==> config.mk <==
export PLATFORM = sky130hd
export DESIGN_NAME = line_rasterizer_top
export DESIGN_NICKNAME = d
export VERILOG_FILES = /design/src/sv/line_rast_pkg.sv /design/src/sv/line_rasterizer_top.sv
export SDC_FILE = /design/constraint.sdc
export NUM_CORES = 1
export LEC_CHECK = 0
export ABC_AREA = 1
export BUFFER_PORTS_ARGS = -buffer_cell sky130_fd_sc_hd__buf_4
export CORE_MARGIN = 4
export CORE_UTILIZATION = 50
export DETAILED_ROUTE_END_ITERATION = 8
export PLACE_DENSITY = 0.71
export SLEW_MARGIN = 20
export SYNTH_ARGS = -nofsm -noshare
export SYNTH_HDL_FRONTEND = slang
export SYNTH_SLANG_ARGS = --single-unit
==> constraint.sdc <==
create_clock -name clk_i -period 6.95 [get_ports clk_i]
set_clock_uncertainty 0.05 [all_clocks]
set_input_delay 0.695 -clock clk_i [delete_from_list [all_inputs] [get_ports clk_i]]
set_output_delay 0.695 -clock clk_i [all_outputs]
set_load 0.02 [all_outputs]
==> src/sv/line_rast_pkg.sv <==
// Shared types and constants for the Bresenham line rasterizer.
package line_rast_pkg;

  // Width of every signed pixel coordinate.
  localparam int unsigned CoordBits = 12;
  // Width of the screen size registers.
  localparam int unsigned ScreenBits = 11;
  // Width of the configuration register index.
  localparam int unsigned CfgIndexBits = 2;

  // Reset values of the screen size registers.
  localparam logic [ScreenBits-1:0] ScreenWidthReset  = ScreenBits'(240);
  localparam logic [ScreenBits-1:0] ScreenHeightReset = ScreenBits'(320);

  // Input item kinds.
  typedef enum logic {
    KIND_LOAD = 1'b0,
    KIND_STEP = 1'b1
  } kind_e;

  // Configuration register indexes.
  typedef enum logic [CfgIndexBits-1:0] {
    CFG_SCREEN_WIDTH  = 2'd0,
    CFG_SCREEN_HEIGHT = 2'd1
  } cfg_reg_e;

  // One input item.
  typedef struct packed {
    kind_e                        kind;
    logic signed [CoordBits-1:0]  start_x;
    logic signed [CoordBits-1:0]  start_y;
    logic signed [CoordBits-1:0]  end_x;
    logic signed [CoordBits-1:0]  end_y;
    logic [15:0]                  line_color;
  } line_in_t;

  // One produced pixel.
  typedef struct packed {
    logic signed [CoordBits-1:0]  pixel_x;
    logic signed [CoordBits-1:0]  pixel_y;
    logic [15:0]                  pixel_color;
    logic                         on_screen;
    logic                         last;
  } pixel_out_t;

endpackage

==> src/sv/line_rasterizer_top.sv <==
// Bresenham line rasterizer: load and step handling with a two-entry result buffer.
//
// Each input transfer is either a load, which sets up a new line from two signed
// endpoints and a color and gives no pixel, or a step, which gives the next pixel
// of the current line (nothing when no line is active). One item is taken every
// clock cycle unless the input is held off: line setup and the per-pixel add,
// compare and select all complete in the cycle of the transfer, and the pixel is
// registered into the output register, or into a second result register behind
// it while the consumer stalls; the input is held off only when both are full.
// Screen width and height are written over the configuration port, which is
// always ready, and should be changed only while the block is idle.
module line_rasterizer_top (
  input  logic                                   clk_i,
  input  logic                                   rst_ni,
  input  logic                                   in_valid_i,
  output logic                                   in_ready_o,
  input  line_rast_pkg::line_in_t                in_data_i,
  output logic                                   out_valid_o,
  input  logic                                   out_ready_i,
  output line_rast_pkg::pixel_out_t              out_data_o,
  input  logic                                   cfg_valid_i,
  output logic                                   cfg_ready_o,
  input  logic [line_rast_pkg::CfgIndexBits-1:0] cfg_index_i,
  input  logic [line_rast_pkg::ScreenBits-1:0]   cfg_data_i
);
  import line_rast_pkg::*;

  localparam int unsigned DeltaBits = CoordBits + 1;
  localparam int unsigned ErrBits   = CoordBits + 2;
  localparam int unsigned CmpBits   = (CoordBits > ScreenBits) ? CoordBits : ScreenBits;

  // Screen size registers.
  logic [ScreenBits-1:0] screen_width_q, screen_height_q;

  // Line state.
  logic signed [CoordBits-1:0] major_pos_q, major_pos_d;
  logic signed [CoordBits-1:0] minor_pos_q, minor_pos_d;
  logic signed [CoordBits-1:0] major_end_q, major_end_d;
  logic [DeltaBits-1:0]        major_delta_q, major_delta_d;
  logic [DeltaBits-1:0]        minor_delta_q, minor_delta_d;
  logic signed [ErrBits-1:0]   error_q, error_d;
  logic                        dir_neg_q, dir_neg_d;
  logic                        steep_q, steep_d;
  logic                        active_q, active_d;
  logic [15:0]                 color_q, color_d;

  // Result buffer: output register plus one skid entry.
  logic       out_valid_q, skid_valid_q;
  pixel_out_t out_q, skid_q;

  logic in_fire, out_fire, is_step, res_valid;
  pixel_out_t res;

  assign cfg_ready_o = 1'b1;
  assign in_ready_o  = !skid_valid_q;
  assign in_fire     = in_valid_i && in_ready_o;
  assign out_fire    = out_valid_q && out_ready_i;
  assign is_step     = (in_data_i.kind == KIND_STEP);
  assign out_valid_o = out_valid_q;
  assign out_data_o  = out_q;

  // Configuration writes; indexes beyond the list are ignored.
  always_ff @(posedge clk_i or negedge rst_ni) begin
    if (!rst_ni) begin
      screen_width_q  <= ScreenWidthReset;
      screen_height_q <= ScreenHeightReset;
    end else if (cfg_valid_i && cfg_ready_o) begin
      case (cfg_index_i)
        CFG_SCREEN_WIDTH:  screen_width_q  <= cfg_data_i;
        CFG_SCREEN_HEIGHT: screen_height_q <= cfg_data_i;
        default: ;
      endcase
    end
  end

  // Line setup for a load: steepness, endpoint order, deltas and direction.
  logic signed [DeltaBits-1:0] dx, dy, maj_diff, min_diff;
  logic [DeltaBits-1:0]        adx, ady;
  logic                        ld_steep, ld_swap;
  logic signed [CoordBits-1:0] s_maj, s_min, e_maj, e_min;
  logic signed [CoordBits-1:0] a_maj, a_min, b_maj, b_min;

  always_comb begin
    dx  = DeltaBits'(in_data_i.end_x) - DeltaBits'(in_data_i.start_x);
    dy  = DeltaBits'(in_data_i.end_y) - DeltaBits'(in_data_i.start_y);
    adx = dx[DeltaBits-1] ? DeltaBits'(-dx) : DeltaBits'(dx);
    ady = dy[DeltaBits-1] ? DeltaBits'(-dy) : DeltaBits'(dy);
    ld_steep = ady > adx;
    s_maj = ld_steep ? in_data_i.start_y : in_data_i.start_x;
    s_min = ld_steep ? in_data_i.start_x : in_data_i.start_y;
    e_maj = ld_steep ? in_data_i.end_y   : in_data_i.end_x;
    e_min = ld_steep ? in_data_i.end_x   : in_data_i.end_y;
    ld_swap = s_maj > e_maj;
    a_maj = ld_swap ? e_maj : s_maj;
    a_min = ld_swap ? e_min : s_min;
    b_maj = ld_swap ? s_maj : e_maj;
    b_min = ld_swap ? s_min : e_min;
    maj_diff = DeltaBits'(b_maj) - DeltaBits'(a_maj);
    min_diff = DeltaBits'(b_min) - DeltaBits'(a_min);
  end

  // Pixel for a step: position, clipping and end of line.
  logic signed [CoordBits-1:0] px, py;
  logic [CmpBits-1:0]          px_ext, py_ext, w_ext, h_ext;
  logic                        fin;
  logic signed [ErrBits-1:0]   err_sub;

  always_comb begin
    px = steep_q ? minor_pos_q : major_pos_q;
    py = steep_q ? major_pos_q : minor_pos_q;
    px_ext = CmpBits'(unsigned'(px));
    py_ext = CmpBits'(unsigned'(py));
    w_ext  = CmpBits'(screen_width_q);
    h_ext  = CmpBits'(screen_height_q);
    fin     = major_pos_q >= major_end_q;
    err_sub = error_q - signed'(ErrBits'(minor_delta_q));

    res.pixel_x     = px;
    res.pixel_y     = py;
    res.pixel_color = color_q;
    res.on_screen   = !px[CoordBits-1] && (px_ext < w_ext) &&
                      !py[CoordBits-1] && (py_ext < h_ext);
    res.last        = fin;
    res_valid       = in_fire && is_step && active_q;
  end

  // Next line state.
  always_comb begin
    major_pos_d   = major_pos_q;
    minor_pos_d   = minor_pos_q;
    major_end_d   = major_end_q;
    major_delta_d = major_delta_q;
    minor_delta_d = minor_delta_q;
    error_d       = error_q;
    dir_neg_d     = dir_neg_q;
    steep_d       = steep_q;
    active_d      = active_q;
    color_d       = color_q;
    if (in_fire && !is_step) begin
      major_pos_d   = a_maj;
      minor_pos_d   = a_min;
      major_end_d   = b_maj;
      major_delta_d = DeltaBits'(maj_diff);
      minor_delta_d = min_diff[DeltaBits-1] ? DeltaBits'(-min_diff) : DeltaBits'(min_diff);
      error_d       = signed'(ErrBits'(DeltaBits'(maj_diff) >> 1));
      dir_neg_d     = !(a_min < b_min);
      steep_d       = ld_steep;
      active_d      = 1'b1;
      color_d       = in_data_i.line_color;
    end else if (res_valid) begin
      if (fin) begin
        active_d = 1'b0;
      end else begin
        major_pos_d = major_pos_q + CoordBits'(1);
        if (err_sub[ErrBits-1]) begin
          minor_pos_d = dir_neg_q ? minor_pos_q - CoordBits'(1) : minor_pos_q + CoordBits'(1);
          error_d     = err_sub + signed'(ErrBits'(major_delta_q));
        end else begin
          error_d = err_sub;
        end
      end
    end
  end

  always_ff @(posedge clk_i or negedge rst_ni) begin
    if (!rst_ni) begin
      major_pos_q   <= '0;
      minor_pos_q   <= '0;
      major_end_q   <= '0;
      major_delta_q <= '0;
      minor_delta_q <= '0;
      error_q       <= '0;
      dir_neg_q     <= 1'b0;
      steep_q       <= 1'b0;
      active_q      <= 1'b0;
      color_q       <= '0;
    end else begin
      major_pos_q   <= major_pos_d;
      minor_pos_q   <= minor_pos_d;
      major_end_q   <= major_end_d;
      major_delta_q <= major_delta_d;
      minor_delta_q <= minor_delta_d;
      error_q       <= error_d;
      dir_neg_q     <= dir_neg_d;
      steep_q       <= steep_d;
      active_q      <= active_d;
      color_q       <= color_d;
    end
  end

  // Result buffer control; the skid entry always drains first to keep order.
  always_ff @(posedge clk_i or negedge rst_ni) begin
    if (!rst_ni) begin
      out_valid_q  <= 1'b0;
      skid_valid_q <= 1'b0;
    end else if (out_valid_q && !out_fire) begin
      if (res_valid) begin
        skid_valid_q <= 1'b1;
      end
    end else if (skid_valid_q) begin
      out_valid_q  <= 1'b1;
      skid_valid_q <= res_valid;
    end else begin
      out_valid_q <= res_valid;
    end
  end

  always_ff @(posedge clk_i) begin
    if (out_valid_q && !out_fire) begin
      if (res_valid) begin
        skid_q <= res;
      end
    end else if (skid_valid_q) begin
      out_q <= skid_q;
      if (res_valid) begin
        skid_q <= res;
      end
    end else if (res_valid) begin
      out_q <= res;
    end
  end

  // The skid entry is only ever filled behind a held output.
  assert property (@(posedge clk_i) disable iff (!rst_ni)
    skid_valid_q |-> out_valid_q)
    else $error("skid entry valid without an output result");

  // A step on an active line always leaves a valid output result in the next cycle.
  assert property (@(posedge clk_i) disable iff (!rst_ni)
    res_valid |=> out_valid_q)
    else $error("step on active line gave no result");

  // The final pixel ends the line.
  assert property (@(posedge clk_i) disable iff (!rst_ni)
    (res_valid && fin) |=> !active_q)
    else $error("line still active after its last pixel");

  // A load always starts a line.
  assert property (@(posedge clk_i) disable iff (!rst_ni)
    (in_fire && !is_step) |=> active_q)
    else $error("load did not start a line");

  // The error term stays non-negative between steps.
  assert property (@(posedge clk_i) disable iff (!rst_ni)
    active_q |-> !error_q[ErrBits-1])
    else $error("error term negative on an active line");

endmodule
==> results of run 1 <==
worst min-delay path by stage:
stage,cells past startpoint,slack (ns),endpoint
floorplan,0,0.35,active_q
global placement,0,0.41,skid_q[3]
detailed placement,0,0.41,skid_q[6]
CTS,1,0.17,color_q[8]
global route,1,0.20,color_q[11]
finish,1,0.16,color_q[11]
logic make-up after synthesis:
group | after synthesis | share of synthesized area [%]
AO/OA/AOI/OAI | 364 | 13.5
other | 1 | 0.0250
flip-flops | 203 | 36.8
AND/OR/NAND/NOR | 838 | 23.5
XOR/XNOR | 98 | 5.73
adder cells (fa/ha/maj) | 138 | 11.8
buffers and inverters | 330 | 8.66
critical path, delay by kind of cell:
kind,cells,cell delay (ns)
fa+ha+maj,7,1.89
buf+inv,14,1.16
simple gates,21,2.44
compound gates,12,1.60
xor+xnor,2,0.31
cells in the mapped netlist, types with 3 or more instances:
cell type,instances
sky130_fd_sc_hd__xnor2_1,22
sky130_fd_sc_hd__a31oi_1,4
sky130_fd_sc_hd__nor3_1,15
sky130_fd_sc_hd__dfrtp_1,113
sky130_fd_sc_hd__nand2_2,21
sky130_fd_sc_hd__o21ai_1,4
sky130_fd_sc_hd__clkbuf_1,50
sky130_fd_sc_hd__nor2_2,3
sky130_fd_sc_hd__o211ai_1,4
sky130_fd_sc_hd__nand3_2,6
sky130_fd_sc_hd__buf_2,8
sky130_fd_sc_hd__nand2_1,580
sky130_fd_sc_hd__a21oi_1,129
sky130_fd_sc_hd__nor4_1,4
sky130_fd_sc_hd__a21o_1,5
sky130_fd_sc_hd__xor2_1,76
sky130_fd_sc_hd__nand3b_1,8
sky130_fd_sc_hd__nand4_1,24
sky130_fd_sc_hd__edfxtp_1,84
sky130_fd_sc_hd__inv_1,258
sky130_fd_sc_hd__inv_2,3
sky130_fd_sc_hd__buf_6,5
sky130_fd_sc_hd__ha_1,132
sky130_fd_sc_hd__o21ai_0,164
sky130_fd_sc_hd__fa_1,6
sky130_fd_sc_hd__o221ai_1,20
sky130_fd_sc_hd__nor2_1,98
sky130_fd_sc_hd__o31ai_1,5
sky130_fd_sc_hd__buf_4,3
sky130_fd_sc_hd__dfstp_2,6
sky130_fd_sc_hd__or2_2,9
sky130_fd_sc_hd__o21bai_1,14
sky130_fd_sc_hd__nand3_1,62
layer usage:
layer | wire, um | share of wire (%) | GRT usage [%]
met5 | 0 | 0 | 0
met1 | 18400 | 41 | 32.5
met2 | 22200 | 50 | 46.7
met3 | 2240 | 5.0 | 2.88
met4 | 1560 | 3.5 | 7.36
final cells by class:
class	instances	area (um2)
fillers	2271	9040
multi-input cells	1442	9020
flip-flops and latches	203	5510
repair buffers	474	3750
inverters	262	1000
clock buffers	25	583
well taps	390	488
clock inverters	15	164
repair_timing:
item,CTS,global route
resized for setup,87,84
endpoints found under the setup margin,33,43
setup buffers,37,20
pin swaps,49,51
cloned,5,0
sequential cells by signal, summed over array words and instances, names as in the netlist, 11 cells and up:
register         count
color_q             16
minor_pos_q         12
skid_q              42
out_data_o          42
major_end_q         12
major_delta_q       13
error_q             14
major_pos_q         12
minor_delta_q       13
screen_width_q      11
screen_height_q     11
through the flow:
step	setup TNS [ns]	instance area, um2	setup WS, ns	hold slack, ns
finish	-9.37	20500	-0.849	0.157
global route	-24.73	20500	-1.48	0.196
CTS	-6.59	20000	-0.578	0.173
detailed placement	-38.52	18600	-1.72	0.413
global placement	-32.99	18500	-1.59	0.406
floorplan	-13.37	15300	-1.19	0.349
==> reports/results.txt, run 1 <==
The run finished, with violations left. The final reports fail on negative setup slack. Number of global-route vias before repair: 14758.

The final critical-path required period works out to 7.80 ns. The congestion estimate from routability-driven global placement came to 0.952. The worst setup path is launched from a primary input.

Yosys mapped the design onto 52 distinct sky130hd cell types. Cell at the root of the clock tree: sky130_fd_sc_hd__clkbuf_16. Once the floorplan was initialized, standard cells occupied 50.7% of the core. The critical path required time came out at 7.26 ns.

The worst register-to-register path begins at minor_delta_q[2]. The length in cells of the worst reg-to-reg path was 22; the net count reported at finish was 2626. Compared with the post-synthesis result, the final layout area differs by 37.0%. The number of DRC violations after detailed routing was 0. In this run the deepest clock path goes through 3 buffers. The logs give 2193 for the post-synth net total and 0 for the number of nets still failing antenna checks after routing.

The tools report the number of I/O pins as 128. The number of hold-repair buffers added at the cts stage is 0. In this run the worst path has a maximum fanout of 7. Leaving out fill and tap cells, the most frequent cell in the layout is sky130_fd_sc_hd__nand2_1. Global routing used 25.8% of the available tracks. First-pass detailed-route iteration total: 5. The type of the most critical hold path is primary input to async pin. The average instance area after synthesis works out to 7.60 um2. The tools report the maximum clock frequency as 128 MHz. Data arrives at the worst endpoint at 8.11 ns. The final critical-path setup slack is -0.849 ns. The most used flip-flop cell after synthesis is sky130_fd_sc_hd__dfrtp_1.

The number of placed instances, taps included, is 2711. The most common cell type on the critical path was sky130_fd_sc_hd__inv_2. The die covers 0.0328 mm2.

Input and output buffers added on the ports amount to 126. The count of flip-flops with a built-in enable after synthesis came out at 84. Sorting the synthesized cells by area gives the leading types as sky130_fd_sc_hd__dfrtp_1 19%, sky130_fd_sc_hd__edfxtp_1 17%, sky130_fd_sc_hd__nand2_1 15%, sky130_fd_sc_hd__ha_1 11%, sky130_fd_sc_hd__inv_1 6.5%. The most critical setup path has its startpoint at in_data_i[16].

The run gives 0 as the count of final hold-check violations. The cell count after synthesis came out at 1972. Cells with a size suffix above 1 make up 29.5% of the layout. Endpoint of the worst-slack reg-to-reg timing path: minor_pos_q[11]. The placed wire-length estimate after detailed placement is 32500 um, and the average wire per cell in the routed design is 15.8 um.

Setup violations remaining at the end of the flow were counted as 18. The mapped netlist covers 0.0150 mm2. Dividing the detail-routed via count by the number of cells gives 5.32. The CTS clock-pin slew for the worst setup and hold paths came out at 0.07 ns. The die is 181 um wide. Entering global routing, the biggest net connects 75 pins. The count of state elements after synthesis was 203; the relative slew slack was 37.1%.

The run gives 1 as the number of H-tree levels. The initial antenna violation count came out at 0. After synthesis, the share of flip-flops with an asynchronous set or reset is 58.6%.

Kind of critical path: primary input to register. TritonCTS built the clock tree. Yosys printed 0 warnings. The first global-routing pass estimated 71100 um of wire.

The logs give 203 for the clock sink count and 63 for the total number of placement rows. Global routing finished with a remaining overflow of 0. For this block, the via count after detailed routing is 14954. The later pin in the worst-skew pair is clocked with a latency of 0.51 ns. The setup check on the worst reg-to-reg path leaves a slack of 2.81 ns. The number of pins with negative max-slew slack in the final report is 0, and the final wirelength is 44300 um.

After layout, the worst path uses 112% of the clock period. Buffers inserted during clock tree synthesis total 22. The largest single stage delay on the critical path is 0.47 ns. In this run the worst setup path terminates at minor_delta_q[10]. The worst setup path is captured at a register.

The largest individual stage delay along the critical path comes from the cell sky130_fd_sc_hd__fa_2. At the pin with the least slew margin, the transition time is 0.944 ns. The run gives 2811 as the number of standard cells in the final layout excluding fillers. The logs give 36.8% for the proportion of synthesized chip area in sequential cells and 950 for the violation count after the first detailed-route iteration.

Setup repair after global routing could not meet its margin everywhere. The die span in y is 181 um, and the antenna cell count is 0. Max-cap violations in this run came to 0. The total area inside the core boundary comes to 0.0296 mm2. sky130_fd_sc_hd__dfrtp_1 takes more of the synthesized area than any other cell. The core occupancy in the finished layout was 69.4%. In the layout the commonest cells are 563 x sky130_fd_sc_hd__nand2_1, 453 x sky130_fd_sc_hd__buf_4, 238 x sky130_fd_sc_hd__inv_1. The proportion of netlist area held by the largest area contributor is 18.9%.
Power of run 1 is not shown: default switching activity piles up to over one toggle a cycle in this logic, so the estimate is an artifact.
==> run 2, diff against run 1 <==
--- a/config.mk
+++ b/config.mk
@@ -9,6 +9,7 @@
 export BUFFER_PORTS_ARGS = -buffer_cell sky130_fd_sc_hd__buf_4
 export CORE_MARGIN = 4
 export CORE_UTILIZATION = 50
+export CTS_BUF_LIST = sky130_fd_sc_hd__clkbuf_4
 export DETAILED_ROUTE_END_ITERATION = 8
 export PLACE_DENSITY = 0.71
 export SLEW_MARGIN = 20
==> run 2 against run 1 <==
The flow still finishes with violations (negative setup slack). Routed wire length decreased by 0.69%. Largest cell class unchanged. Worst hold slack improved by 0.018 ns. Count of clock-buffer cells in the layout is 52 higher. Die area did not move. Critical path type unchanged. First-iteration DRC count is 1.1% lower. Global-route usage shrank 0.35 points. Flip-flop and latch count unchanged.
==> reports/results.txt, run 2 (synthesized netlist as in run 1, its figures left out) <==
Setup violations remaining at the end of the flow were counted as 14. The largest fanout of any net on the critical path came out at 14. The post-route clock period utilization came out at 112%.

The slowest library cell on the worst path was sky130_fd_sc_hd__fa_2. The checks that failed: negative setup slack. Most common cell type on the critical path: sky130_fd_sc_hd__nand2_1. Initial antenna violation count: 1. After clock tree synthesis, the clock-pin slew on the worst setup and hold paths is 0.06 ns. At the worst endpoint, the arrival time is 8.23 ns. The first detailed-routing pass took 6 iterations. In this run the worst hold path is classified as primary input to register.

The area enclosed by the die boundary came out at 0.0328 mm2. For this run, the top clock speed supported by timing is 129 MHz. The later-pin clock latency in the skew report is 0.67 ns, and the die span in y is 181 um. The final critical-path required period is 7.77 ns. STA classifies the critical path startpoint as a primary input. The count of cells in the finished layout, fillers not included, comes to 2861.

Port buffering added 126 buffers. Dividing the detail-routed via count by the number of cells gives 5.25. Setup repair after global routing could not meet its margin everywhere. Cell at the root of the clock tree: sky130_fd_sc_hd__clkbuf_4. In this run the core area contains 63 standard-cell rows. The count of final hold-check violations came out at 0. After routing the design area is 0.0206 mm2.

Leaving out fill and tap cells, the most frequent cell in the layout is sky130_fd_sc_hd__nand2_1. The final critical-path setup slack is -0.815 ns, and the total global routing overflow is 0. The longest clock path from root to sink contains 3 buffers. The starting utilization of the core area was 50.7%; the wire length of the first global-routing pass was 69900 um. After legalization and detailed placement, the total HPWL measured 32500 um.

In the final design database the tool counted 2648 nets. The run finished, with violations left. The library cells used most frequently in the layout, excluding fill and tap cells, are 557 x sky130_fd_sc_hd__nand2_1, 444 x sky130_fd_sc_hd__buf_4, 238 x sky130_fd_sc_hd__inv_1. The delay contributed by the slowest stage of the critical path came out at 0.36 ns. The floorplan step defined a core boundary enclosing 0.0296 mm2. In this run the critical register-to-register path is captured at minor_pos_q[6]. The path with the worst hold slack has its endpoint at color_q[9].

Measured against its own limit, the worst slew margin works out to 36.3%. At the end of routability-driven placement, the weighted congestion stood at 0.952. Maximum number of pins on one net before global-route repair: 75. The length in cells of the worst reg-to-reg path came out at 22. The number of placed instances, taps included came out at 2711. In the detailed route, the total length drawn on met2 is 21900 um. The worst register-to-register path begins at minor_delta_q[2].

For this run, the total global-route usage over all layers was measured as 25.4%. The average wire per cell in the routed design came out at 15.4 um. The kind of critical path was primary input to register.

The tools report the final wirelength as 44000 um. The worst hold path was traced through 3 stages. The flop-to-flop setup slack was 2.80 ns. The run gives 0 as the number of nets still failing antenna checks after routing. The run gives 14939 as the number of global-route vias before repair. For the pin with the worst max-slew slack, the measured transition is 0.946 ns.

The ratio of cells with drive above 1 in the final layout is 30.7%, and the met3 wirelength from detailed routing is 2550 um. The tools report the total vias in the final route as 15031. From synthesis to final layout, the design area changed by 37.3%. The logs give 0 for the number of pins with negative max-slew slack in the final report and 0.0186 mm2 for the total cell area at the placement stage.

Violation count after the first detailed-route iteration: 940. The run gives 0 as the number of maximum-capacitance violations. The number of H-tree levels was 2; the die outline width was 181 um. After detailed routing, no signal wire sits above met4.

The clock drives 203 sinks. Category of the worst setup path capture point: a register. The tools report the number of DRC violations after detailed routing as 0. TritonCTS built the clock tree.

TritonCTS created 51 clock buffers. The met1 layer wirelength in the final routing is 18000 um. Data on the critical path is required at its endpoint by 7.42 ns.

The startpoint identified for the worst hold timing path is in_data_i[9]. Number of I/O pins: 128.
run 2: changes by cell type in the layout (fill, tap and decap cells not counted), moves of 5 or more:
cell,delta
sky130_fd_sc_hd__o21ai_0,-5
sky130_fd_sc_hd__buf_4,-9
sky130_fd_sc_hd__clkbuf_16,-23
sky130_fd_sc_hd__clkbuf_4,+77
sky130_fd_sc_hd__nand2_2,+5
sky130_fd_sc_hd__clkinv_1,+15
sky130_fd_sc_hd__nand2_1,-6
run 2: metrics by stage:
stage	setup slack, ns	utilization (%)	hold slack, ns	TNS [ns]
6_report	-0.815	69.5	0.175	-9.23
5_1_grt	-1.13	69.5	0.136	-16.52
4_1_cts	-0.454	67.4	0.128	-4.82
3_5_place_dp	-1.72	62.8	0.413	-38.52
3_3_place_gp	-1.59	62.7	0.406	-32.99
2_1_floorplan	-1.19	-	0.349	-13.37
run 2: worst max path at each step:
stage / slack [ns] / to / from
after floorplan: -1.19 / minor_delta_q[10] / in_data_i[16]
after global placement: -1.59 / minor_delta_q[7] / in_data_i[16]
after detailed placement: -1.72 / minor_delta_q[10] / in_data_i[16]
after CTS: -0.45 / minor_delta_q[10] / in_data_i[16]
after global routing: -1.13 / minor_delta_q[10] / in_data_i[16]
final: -0.82 / minor_delta_q[11] / in_data_i[16]
run 2: area by class of cell:
class | count | area (um2)
Inverter | 262 | 1010
Clock inverter | 19 | 108
Timing Repair Buffer | 467 | 3710
Multi-Input combinational cell | 1442 | 9160
Sequential cell | 203 | 5510
Tap cell | 390 | 488
Antenna cell | 1 | 2.50
Fill cell | 2296 | 9000
Clock buffer | 77 | 578
run 2: critical path: cells and delay by family:
kind,cells,cell delay (ns)
XOR/XNOR,3,0.51
adder cells (fa/ha/maj),5,1.32
AO/OA/AOI/OAI,15,2.24
AND/OR/NAND/NOR,19,2.14
buffers and inverters,12,1.31
run 2: repair_timing:
item	4_1_cts	5_1_grt
pin swaps	53	61
hold buffers	1	0
setup buffers	29	20
setup endpoints to repair	23	39
hold endpoints to repair	11	0
gates cloned	5	0
resized for setup	92	107
run 2: layer usage:
layer	global-route usage, %	vias to the layer above
met3	4.15	114
met2	44.9	471
met4	9.31	0
met1	31.3	7042
met5	0	-
li1	-	7404
Power of run 2 is left out for the same reason.
